<file path="config.mk">
export PLATFORM = sky130hd
export DESIGN_NAME = timestamped_event_fifo
export DESIGN_NICKNAME = d
export VERILOG_FILES = /design/src/rtl/tef_pkg.sv /design/src/rtl/timestamped_event_fifo.sv /design/src/rtl/tef_ctrl.sv /design/src/rtl/tef_datapath.sv
export SDC_FILE = /design/constraint.sdc
export NUM_CORES = 2
export LEC_CHECK = 0
export BUFFER_PORTS_ARGS = -buffer_cell sky130_fd_sc_hd__buf_2
export CORE_MARGIN = 1.5
export CORE_UTILIZATION = 55
export CTS_CLUSTER_DIAMETER = 50
export DETAILED_ROUTE_END_ITERATION = 7
export GPL_ROUTABILITY_DRIVEN = 0
export PLACE_DENSITY = 0.74
export RECOVER_POWER = 50
export SYNTH_ARGS = -nofsm -noshare
export SYNTH_HDL_FRONTEND = slang
export SYNTH_SLANG_ARGS = --single-unit
export TNS_END_PERCENT = 20
</file>
<file path="constraint.sdc">
create_clock -name aclk -period 6.95 [get_ports aclk]
set_input_delay 1.39 -clock aclk [delete_from_list [all_inputs] [get_ports aclk]]
set_output_delay 1.39 -clock aclk [all_outputs]
set_load 0.02 [all_outputs]
</file>
<file path="src/rtl/tef_pkg.sv">
`default_nettype none

package tef_pkg;

    // Field widths of the word formats
    localparam int DataW    = 24;
    localparam int DeltaW   = 16;
    localparam int TimeW    = 32;
    localparam int StatusW  = 2;

    // Input kind, carried on s_tuser
    localparam logic MODE_PUT = 1'b0;
    localparam logic MODE_GET = 1'b1;

    // Result status, carried on m_tuser
    localparam logic [StatusW-1:0] STAT_OK    = 2'd0;
    localparam logic [StatusW-1:0] STAT_EMPTY = 2'd1;
    localparam logic [StatusW-1:0] STAT_ERROR = 2'd2;

    // Commands from the controller to the datapath
    typedef struct packed {
        logic load_in;   // capture the incoming word
        logic commit;    // update the queue and load the result register
    } tef_cmd_t;

    // Status from the datapath to the controller
    typedef struct packed {
        logic out_free;  // result register empty or being emptied this cycle
    } tef_sts_t;

endpackage

`default_nettype wire

</file>
<file path="src/rtl/timestamped_event_fifo.sv">
`default_nettype none

// Timestamped event queue. Each input word either puts a message (s_tuser
// low) or gets the oldest one (s_tuser high). A put adds its delta, which
// must be non-negative, to a running put clock and stores the message with
// that absolute time in a ring of DEPTH entries; a negative delta or a full
// ring gives an error word and leaves everything unchanged. A get returns
// the oldest message, its time, and the pulses elapsed since the time of
// the previous successful get; a get on an empty ring returns the empty
// status with an all-ones time. Every input word yields exactly one result
// word, in order. All times and differences wrap modulo 2^32. An operation
// first captures the word while the ring memory presents the head entry
// through its registered read port, then updates the pointers and loads
// the result register once that register can take the outcome. A new word
// is taken only after the previous operation has completed. The result
// register is separate, so a new word is accepted while a result waits on
// m_tready; only the completion of that next word waits for it to drain.
// Ring contents are not cleared at reset and need no clearing pass.
module timestamped_event_fifo
    import tef_pkg::*;
#(
    parameter int DEPTH    = 64,
    parameter int MSG_BITS = 24
) (
    input  wire logic        aclk,
    input  wire logic        aresetn,
    input  wire logic        s_tvalid,
    output logic             s_tready,
    input  wire logic [39:0] s_tdata,   // msg_data[23:0], delta_pulses[39:24]
    input  wire logic        s_tuser,   // mode
    output logic             m_tvalid,
    input  wire logic        m_tready,
    output logic [87:0]      m_tdata,   // out_data[23:0], out_time[55:24],
                                        // elapsed_pulses[87:56]
    output logic [1:0]       m_tuser    // status
);

    tef_cmd_t           cmd;
    tef_sts_t           sts;
    logic [StatusW-1:0] res_status;
    logic [DataW-1:0]   res_data;
    logic [TimeW-1:0]   res_time;
    logic [TimeW-1:0]   res_elapsed;

    // Sequencing of each word: capture, then commit once the result
    // register can take the outcome.
    tef_ctrl u_ctrl (
        .aclk     (aclk),
        .aresetn  (aresetn),
        .s_tvalid (s_tvalid),
        .s_tready (s_tready),
        .sts      (sts),
        .cmd      (cmd)
    );

    // Ring memory, pointers, both clocks and the result register.
    tef_datapath #(
        .DEPTH    (DEPTH),
        .MSG_BITS (MSG_BITS)
    ) u_datapath (
        .aclk            (aclk),
        .aresetn         (aresetn),
        .cmd             (cmd),
        .sts             (sts),
        .in_mode         (s_tuser),
        .in_msg_data     (s_tdata[23:0]),
        .in_delta_pulses (signed'(s_tdata[39:24])),
        .out_valid       (m_tvalid),
        .out_ready       (m_tready),
        .out_status      (res_status),
        .out_data        (res_data),
        .out_time        (res_time),
        .out_elapsed     (res_elapsed)
    );

    assign m_tuser = res_status;
    assign m_tdata = {res_elapsed, res_time, res_data};

    // After a word is accepted the input side is closed in the next cycle
    // while the operation completes.
    a_one_in_flight: assert property (@(posedge aclk) disable iff (!aresetn)
        s_tvalid && s_tready |=> !s_tready)
        else $error("input accepted while an operation was in progress");

    // A commit never happens while the input side is open.
    a_commit_closed: assert property (@(posedge aclk) disable iff (!aresetn)
        cmd.commit |-> !s_tready)
        else $error("commit while idle");

    // An empty result carries no message, an all-ones time and no elapsed time.
    a_empty_word: assert property (@(posedge aclk) disable iff (!aresetn)
        m_tvalid && (m_tuser == STAT_EMPTY) |->
            (m_tdata[23:0] == '0) && (m_tdata[55:24] == '1) && (m_tdata[87:56] == '0))
        else $error("malformed empty result");

    // An error result carries all-zero payload.
    a_error_word: assert property (@(posedge aclk) disable iff (!aresetn)
        m_tvalid && (m_tuser == STAT_ERROR) |-> (m_tdata == '0))
        else $error("malformed error result");

endmodule

`default_nettype wire

</file>
<file path="src/rtl/tef_ctrl.sv">
`default_nettype none

module tef_ctrl
    import tef_pkg::*;
(
    input  wire logic     aclk,
    input  wire logic     aresetn,
    input  wire logic     s_tvalid,
    output logic          s_tready,
    input  tef_sts_t      sts,
    output tef_cmd_t      cmd
);

    localparam logic ST_IDLE = 1'b0;
    localparam logic ST_EXEC = 1'b1;

    logic state_reg;
    logic state_next;

    // Words are taken only between operations; the result register is
    // decoupled, so a waiting result does not hold off the input side.
    assign s_tready    = (state_reg == ST_IDLE);
    assign cmd.load_in = s_tvalid && s_tready;
    assign cmd.commit  = (state_reg == ST_EXEC) && sts.out_free;

    always_comb begin
        state_next = state_reg;
        unique case (state_reg)
            ST_IDLE: begin
                if (cmd.load_in) begin
                    state_next = ST_EXEC;
                end
            end
            ST_EXEC: begin
                if (cmd.commit) begin
                    state_next = ST_IDLE;
                end
            end
            default: begin
                state_next = ST_IDLE;
            end
        endcase
    end

    always_ff @(posedge aclk) begin
        if (!aresetn) begin
            state_reg <= ST_IDLE;
        end else begin
            state_reg <= state_next;
        end
    end

endmodule

`default_nettype wire

</file>
<file path="src/rtl/tef_datapath.sv">
`default_nettype none

module tef_datapath
    import tef_pkg::*;
#(
    parameter int DEPTH    = 64,
    parameter int MSG_BITS = 24
) (
    input  wire logic                      aclk,
    input  wire logic                      aresetn,
    input  tef_cmd_t                       cmd,
    output tef_sts_t                       sts,
    input  wire logic                      in_mode,
    input  wire logic [DataW-1:0]          in_msg_data,
    input  wire logic signed [DeltaW-1:0]  in_delta_pulses,
    output logic                           out_valid,
    input  wire logic                      out_ready,
    output logic [StatusW-1:0]             out_status,
    output logic [DataW-1:0]               out_data,
    output logic [TimeW-1:0]               out_time,
    output logic [TimeW-1:0]               out_elapsed
);

    localparam int AW      = $clog2(DEPTH);
    localparam int CW      = $clog2(DEPTH + 1);
    localparam int MsgWide = (MSG_BITS > DataW) ? MSG_BITS : DataW;

    // Entry storage
    logic [MSG_BITS-1:0] msg_mem  [DEPTH];
    logic [TimeW-1:0]    time_mem [DEPTH];
    logic [MSG_BITS-1:0] rd_msg_reg;
    logic [TimeW-1:0]    rd_time_reg;

    // Captured input word
    logic                      mode_reg;
    logic [DataW-1:0]          msg_reg;
    logic signed [DeltaW-1:0]  delta_reg;

    // Queue state
    logic [AW-1:0]    head_reg, head_next;
    logic [AW-1:0]    tail_reg, tail_next;
    logic [CW-1:0]    count_reg, count_next;
    logic [TimeW-1:0] put_clk_reg, put_clk_next;
    logic [TimeW-1:0] get_clk_reg, get_clk_next;

    // Result register
    logic               valid_reg;
    logic [StatusW-1:0] status_reg, status_next;
    logic [DataW-1:0]   data_reg, data_next;
    logic [TimeW-1:0]   time_reg, time_next;
    logic [TimeW-1:0]   elapsed_reg, elapsed_next;

    logic               full;
    logic               empty;
    logic               put_ok;
    logic               get_ok;
    logic [TimeW-1:0]   delta_ext;
    logic [TimeW-1:0]   put_time;
    logic [MsgWide-1:0] wr_wide;
    logic [MsgWide-1:0] rd_wide;
    logic [MSG_BITS-1:0] wr_msg;

    function automatic logic [AW-1:0] wrap_inc(input logic [AW-1:0] idx);
        return (idx == AW'(DEPTH - 1)) ? '0 : idx + 1'b1;
    endfunction

    assign full      = (count_reg == CW'(DEPTH));
    assign empty     = (count_reg == '0);
    assign put_ok    = (mode_reg == MODE_PUT) && !delta_reg[DeltaW-1] && !full;
    assign get_ok    = (mode_reg == MODE_GET) && !empty;
    assign delta_ext = TimeW'(unsigned'(delta_reg));
    assign put_time  = put_clk_reg + delta_ext;
    assign wr_wide   = MsgWide'(msg_reg);
    assign wr_msg    = wr_wide[MSG_BITS-1:0];
    assign rd_wide   = MsgWide'(rd_msg_reg);

    always_comb begin
        head_next    = head_reg;
        tail_next    = tail_reg;
        count_next   = count_reg;
        put_clk_next = put_clk_reg;
        get_clk_next = get_clk_reg;
        status_next  = STAT_OK;
        data_next    = '0;
        time_next    = '0;
        elapsed_next = '0;
        if (mode_reg == MODE_PUT) begin
            if (put_ok) begin
                put_clk_next = put_time;
                tail_next    = wrap_inc(tail_reg);
                count_next   = count_reg + 1'b1;
                time_next    = put_time;
                elapsed_next = delta_ext;
            end else begin
                status_next = STAT_ERROR;
            end
        end else begin
            if (get_ok) begin
                get_clk_next = rd_time_reg;
                head_next    = wrap_inc(head_reg);
                count_next   = count_reg - 1'b1;
                data_next    = rd_wide[DataW-1:0];
                time_next    = rd_time_reg;
                elapsed_next = rd_time_reg - get_clk_reg;
            end else begin
                status_next = STAT_EMPTY;
                time_next   = '1;
            end
        end
    end

    // The head entry is read every cycle; the head only moves on a commit,
    // which is always followed by the idle state before the next operation.
    always_ff @(posedge aclk) begin
        if (cmd.commit && put_ok) begin
            msg_mem[tail_reg]  <= wr_msg;
            time_mem[tail_reg] <= put_time;
        end
        rd_msg_reg  <= msg_mem[head_reg];
        rd_time_reg <= time_mem[head_reg];
    end

    always_ff @(posedge aclk) begin
        if (cmd.load_in) begin
            mode_reg  <= in_mode;
            msg_reg   <= in_msg_data;
            delta_reg <= in_delta_pulses;
        end
        if (cmd.commit) begin
            status_reg  <= status_next;
            data_reg    <= data_next;
            time_reg    <= time_next;
            elapsed_reg <= elapsed_next;
        end
    end

    always_ff @(posedge aclk) begin
        if (!aresetn) begin
            head_reg    <= '0;
            tail_reg    <= '0;
            count_reg   <= '0;
            put_clk_reg <= '0;
            get_clk_reg <= '0;
            valid_reg   <= 1'b0;
        end else begin
            if (cmd.commit) begin
                head_reg    <= head_next;
                tail_reg    <= tail_next;
                count_reg   <= count_next;
                put_clk_reg <= put_clk_next;
                get_clk_reg <= get_clk_next;
                valid_reg   <= 1'b1;
            end else if (valid_reg && out_ready) begin
                valid_reg <= 1'b0;
            end
        end
    end

    assign sts.out_free = !valid_reg || out_ready;
    assign out_valid    = valid_reg;
    assign out_status   = status_reg;
    assign out_data     = data_reg;
    assign out_time     = time_reg;
    assign out_elapsed  = elapsed_reg;

endmodule

`default_nettype wire

</file>
==> flow_summary.json <==
{
  "yosysSeqAreaShare": 0.769,
  "postCtsSetupRepairBufs": 0,
  "clk_root_buffer_cell": "clkbuf_16",
  "routed_length_per_placed_instance_um": 35.6,
  "design_power_total_w": 0.0491,
  "worst_ep_required_time_ns": 7.60,
  "timing.reg2reg.setup_slack_ns": 1.09,
  "finalCritPeriodShare": 0.843,
  "r2r_end": "u_datapath.out_data[7]$_SDFFCE_PN0P_",
  "grt_antenna_before_repair": 49,
  "std_cell_rows": 190,
  "hold_viol_final": 0,
  "setup_crit_start_kind": "flop",
  "ant_nets": 0,
  "post_cts_resize_count": 0,
  "synth.lib_cells_used.distinct": 64,
  "grt_pass1_wl_mm": 551,
  "pin_count": 137,
  "timing.critical_path.arrival_ns": 6.51,
  "largest_family_of_logic_cells_by_synthesized_area": "multiplexers",
  "adder_cell_fraction_of_synth_area": 0.00495,
  "grt_pass1_vias": 72700,
  "multi_input_area_sq_um": 33200,
  "p_per_area_nw_per_um2": 292,
  "register_ranked_first_by_flip_flop_count": "u_datapath.time_mem",
  "initial_utilization": 0.554,
  "yosys.area_share.simple": 0.0181,
  "yosys.area_share.xor_xnor": 0.00471,
  "static-leakage-power_nw": 52.4,
  "post_route_cells_drive_above_1_share": 0.266,
  "grt_remaining_overflow": 0,
  "detail_route.first_pass.iterations": 5,
  "areaGrowthSynthToFinish_pct": 13.1,
  "clk_path_buf_depth": 4,
  "period_needed_ns": 5.86,
  "setup_violations": 0,
  "synthDominantCellAreaShare": 0.750,
  "worst_ir_drop_vdd_mv": 0.221,
  "drt_first_iter_violations": 11500,
  "numClockSinks": 3856,
  "synth-async-reset-ratio": 0,
  "fin_worst_hold_slack_ns": 0.469,
  "cts_tree": "yes",
  "portBuffers": 136,
  "worst_skew_pair.late_latency_ns": 0.94,
  "syn-mean-instance-area_sq_um": 22.3,
  "crit_path_end_kind": "flop",
  "synth_area_leader_cell": "edfxtp_1",
  "cts_max_level": 5,
  "design.die.area_sq_um": 274000,
  "synthesized_net_count": 6760,
  "final_core_util": 0.627,
  "worst_setup_hold_path_clk_slew_ns": 0.05,
  "mappedNetlistArea_sq_um": 149000,
  "fillers": 17200,
  "hold_class": "flop to flop",
  "dp_hpwl_mm": 225,
  "synth_compound_area_frac": 0.0214,
  "synthesis.yosys.warnings": 0,
  "wirelength_mm": 391,
  "slew_viol_final": 3010,
  "synth_edf_count": 3715,
  "global_route.usage.total": 0.287,
  "achievable-frequency_mhz": 171,
  "tightest_slew_ns": 4.06,
  "chipHeight_um": 523,
  "num-nets-final": 7188,
  "failed_checks": "max-capacitance violations, max-slew violations",
  "synthTopCellsByArea": "edfxtp_1 (75%), mux4_2 (16%), dfxtp_1 (1.9%), mux2i_1 (0.93%), a211oi_1 (0.52%)",
  "grt_setup_unrepaired": "false",
  "vias": 73900,
  "detail_route.vias_per_cell": 6.73,
  "setup_skew_after_layout_ns": 0.0392,
  "holdBufCountCts": 0,
  "largest_register_ff_count": 2048,
  "worst_relative_slew_slack": -1.70,
  "cts_inserted_buffers": 396,
  "hold_end": "u_datapath.get_clk_reg[8]$_SDFFE_PN0P_",
  "ys_seq_elements": 3856,
  "worst_r2r_path_cells": 5,
  "synth_ff_type": "edfxtp_1",
  "crit_type": "flop to flop",
  "instance_count_of_the_mapped_netlist": 6658,
  "hold_start": "u_datapath.get_clk_reg[8]$_SDFFE_PN0P_",
  "rr_startpoint": "u_datapath.mode_reg$_DFFE_PP_",
  "timing.hold.worst_path_depth": 2,
  "regArea_sq_um": 114000,
  "outcome": "finished with violations",
  "muxShareOfSynthArea": 0.170,
  "critical_path.max_fanout": 35,
  "layout_top_registers": "u_datapath.time_mem (2048), u_datapath.msg_mem (1536)",
  "max_cap_viol_count": 54,
  "area_inside_the_core_boundary_sq_um": 268000,
  "drc_errors": 0,
  "grt_max_degree": 104,
  "die_w_um": 523
}
==> cells in the mapped netlist (10+ instances only) <==
| master | number |
|---|---|
| nor2_1 | 121 |
| ha_1 | 54 |
| xnor2_1 | 44 |
| nor3_1 | 20 |
| mux4_2 | 1057 |
| nand4_1 | 19 |
| a211oi_1 | 103 |
| nand2b_1 | 10 |
| a21o_1 | 28 |
| o22ai_1 | 26 |
| a21boi_0 | 49 |
| mux2i_1 | 138 |
| clkbuf_1 | 178 |
| inv_1 | 55 |
| edfxtp_1 | 3715 |
| nand2_1 | 200 |
| buf_2 | 121 |
| nor2b_1 | 95 |
| nand3_1 | 20 |
| and3_1 | 14 |
| dfxtp_1 | 141 |
| o21ai_0 | 91 |
| xor2_1 | 36 |
| a21oi_1 | 124 |
| buf_1 | 32 |
| and2_1 | 40 |
| buf_4 | 21 |
==> routing by layer <==
layer	track usage	share of wire
met3	0.0699	0.12
met1	0.398	0.36
met4	0.109	0.042
met2	0.447	0.48
met5	0	0.00040
==> cell families (layout without fill, tap and decap cells) <==
| group | Yosys count | after routing |
|---|---|---|
| AOI/OAI and AO/OA | 491 | 491 |
| xor gates and xnor gates | 80 | 80 |
| adders and majority gates | 57 | 57 |
| buffers and inverters | 411 | 1170 |
| DFF | 3856 | 3856 |
| muxes | 1200 | 1200 |
| other | 0 | 15 |
| and+or+nand+nor | 563 | 563 |
==> metrics by stage <==
step                      cells  TNS [ns]  worst slack [ns]  cell area, sq um
after global routing      11000         0              1.26            168000
final                     11000         0              1.09            168000
after detailed placement  10200         0              2.05            155000
after CTS                 11000         0              2.53            169000
after global placement    10200         0              2.08            155000
after floorplan            6658   -819.71            -0.506            149000
==> power breakdown <==
part | switching (W) | leakage [nW] | internal [W] | total, W
Combinational | 0.00124 | 9.89 | 0.000546 | 0.00179
Clock | 0.00904 | 6.46 | 0.0125 | 0.0216
Sequential | 0.0000784 | 36.1 | 0.0257 | 0.0258
Total | 0.0104 | 52.4 | 0.0388 | 0.0491
==> placed cells by master (no fill, tap or decap), drive strengths merged, types with 44 or more instances in the layout <==
cell type / instances
a211oi: 103
a21boi: 49
a21oi: 124
buf: 231
bufinv: 44
clkbuf: 645
clkinv: 159
dfxtp: 141
edfxtp: 3715
ha: 54
inv: 80
mux2i: 138
mux4: 1057
nand2: 200
nor2: 121
nor2b: 95
o21ai: 91
xnor2: 44
==> worst max-delay path by stage <==
stage                                                 start                                    to  slack [ns]  depth (start not counted)
after CTS                     u_datapath.mode_reg$_DFFE_PP_  u_datapath.time_mem[53][8]$_DFFE_PP_        2.53                          9
final                         u_datapath.mode_reg$_DFFE_PP_  u_datapath.out_data[7]$_SDFFCE_PN0P_        1.09                          5
after detailed placement                           m_tready  u_datapath.msg_mem[53][12]$_DFFE_PP_        2.05                         10
after floorplan                                    m_tready   u_datapath.msg_mem[48][0]$_DFFE_PP_       -0.51                          8
after global routing      u_datapath.delta_reg[0]$_DFFE_PP_  u_datapath.time_mem[47][8]$_DFFE_PP_        1.26                         10
after global placement                             m_tready  u_datapath.msg_mem[53][12]$_DFFE_PP_        2.08                         10
==> cell type report <==
class | count | share of cell area
Timing Repair Buffer | 385 | 0.0159
Inverter | 56 | 0.00126
Clock inverter | 238 | 0.0160
Multi-Input combinational cell | 2391 | 0.197
Clock buffer | 491 | 0.0628
Tap cell | 3552 | 0.0264
Sequential cell | 3856 | 0.680
Antenna cell | 15 | 0.000223
==> critical path, cell delays in order (launching register included) <==
cell      delay (ns)
edfxtp_1        0.32
clkbuf_1        1.29
inv_2           0.48
nor2_1          2.28
buf_4           0.57
and2_0          0.58
Power figures use the tool's default switching activity.
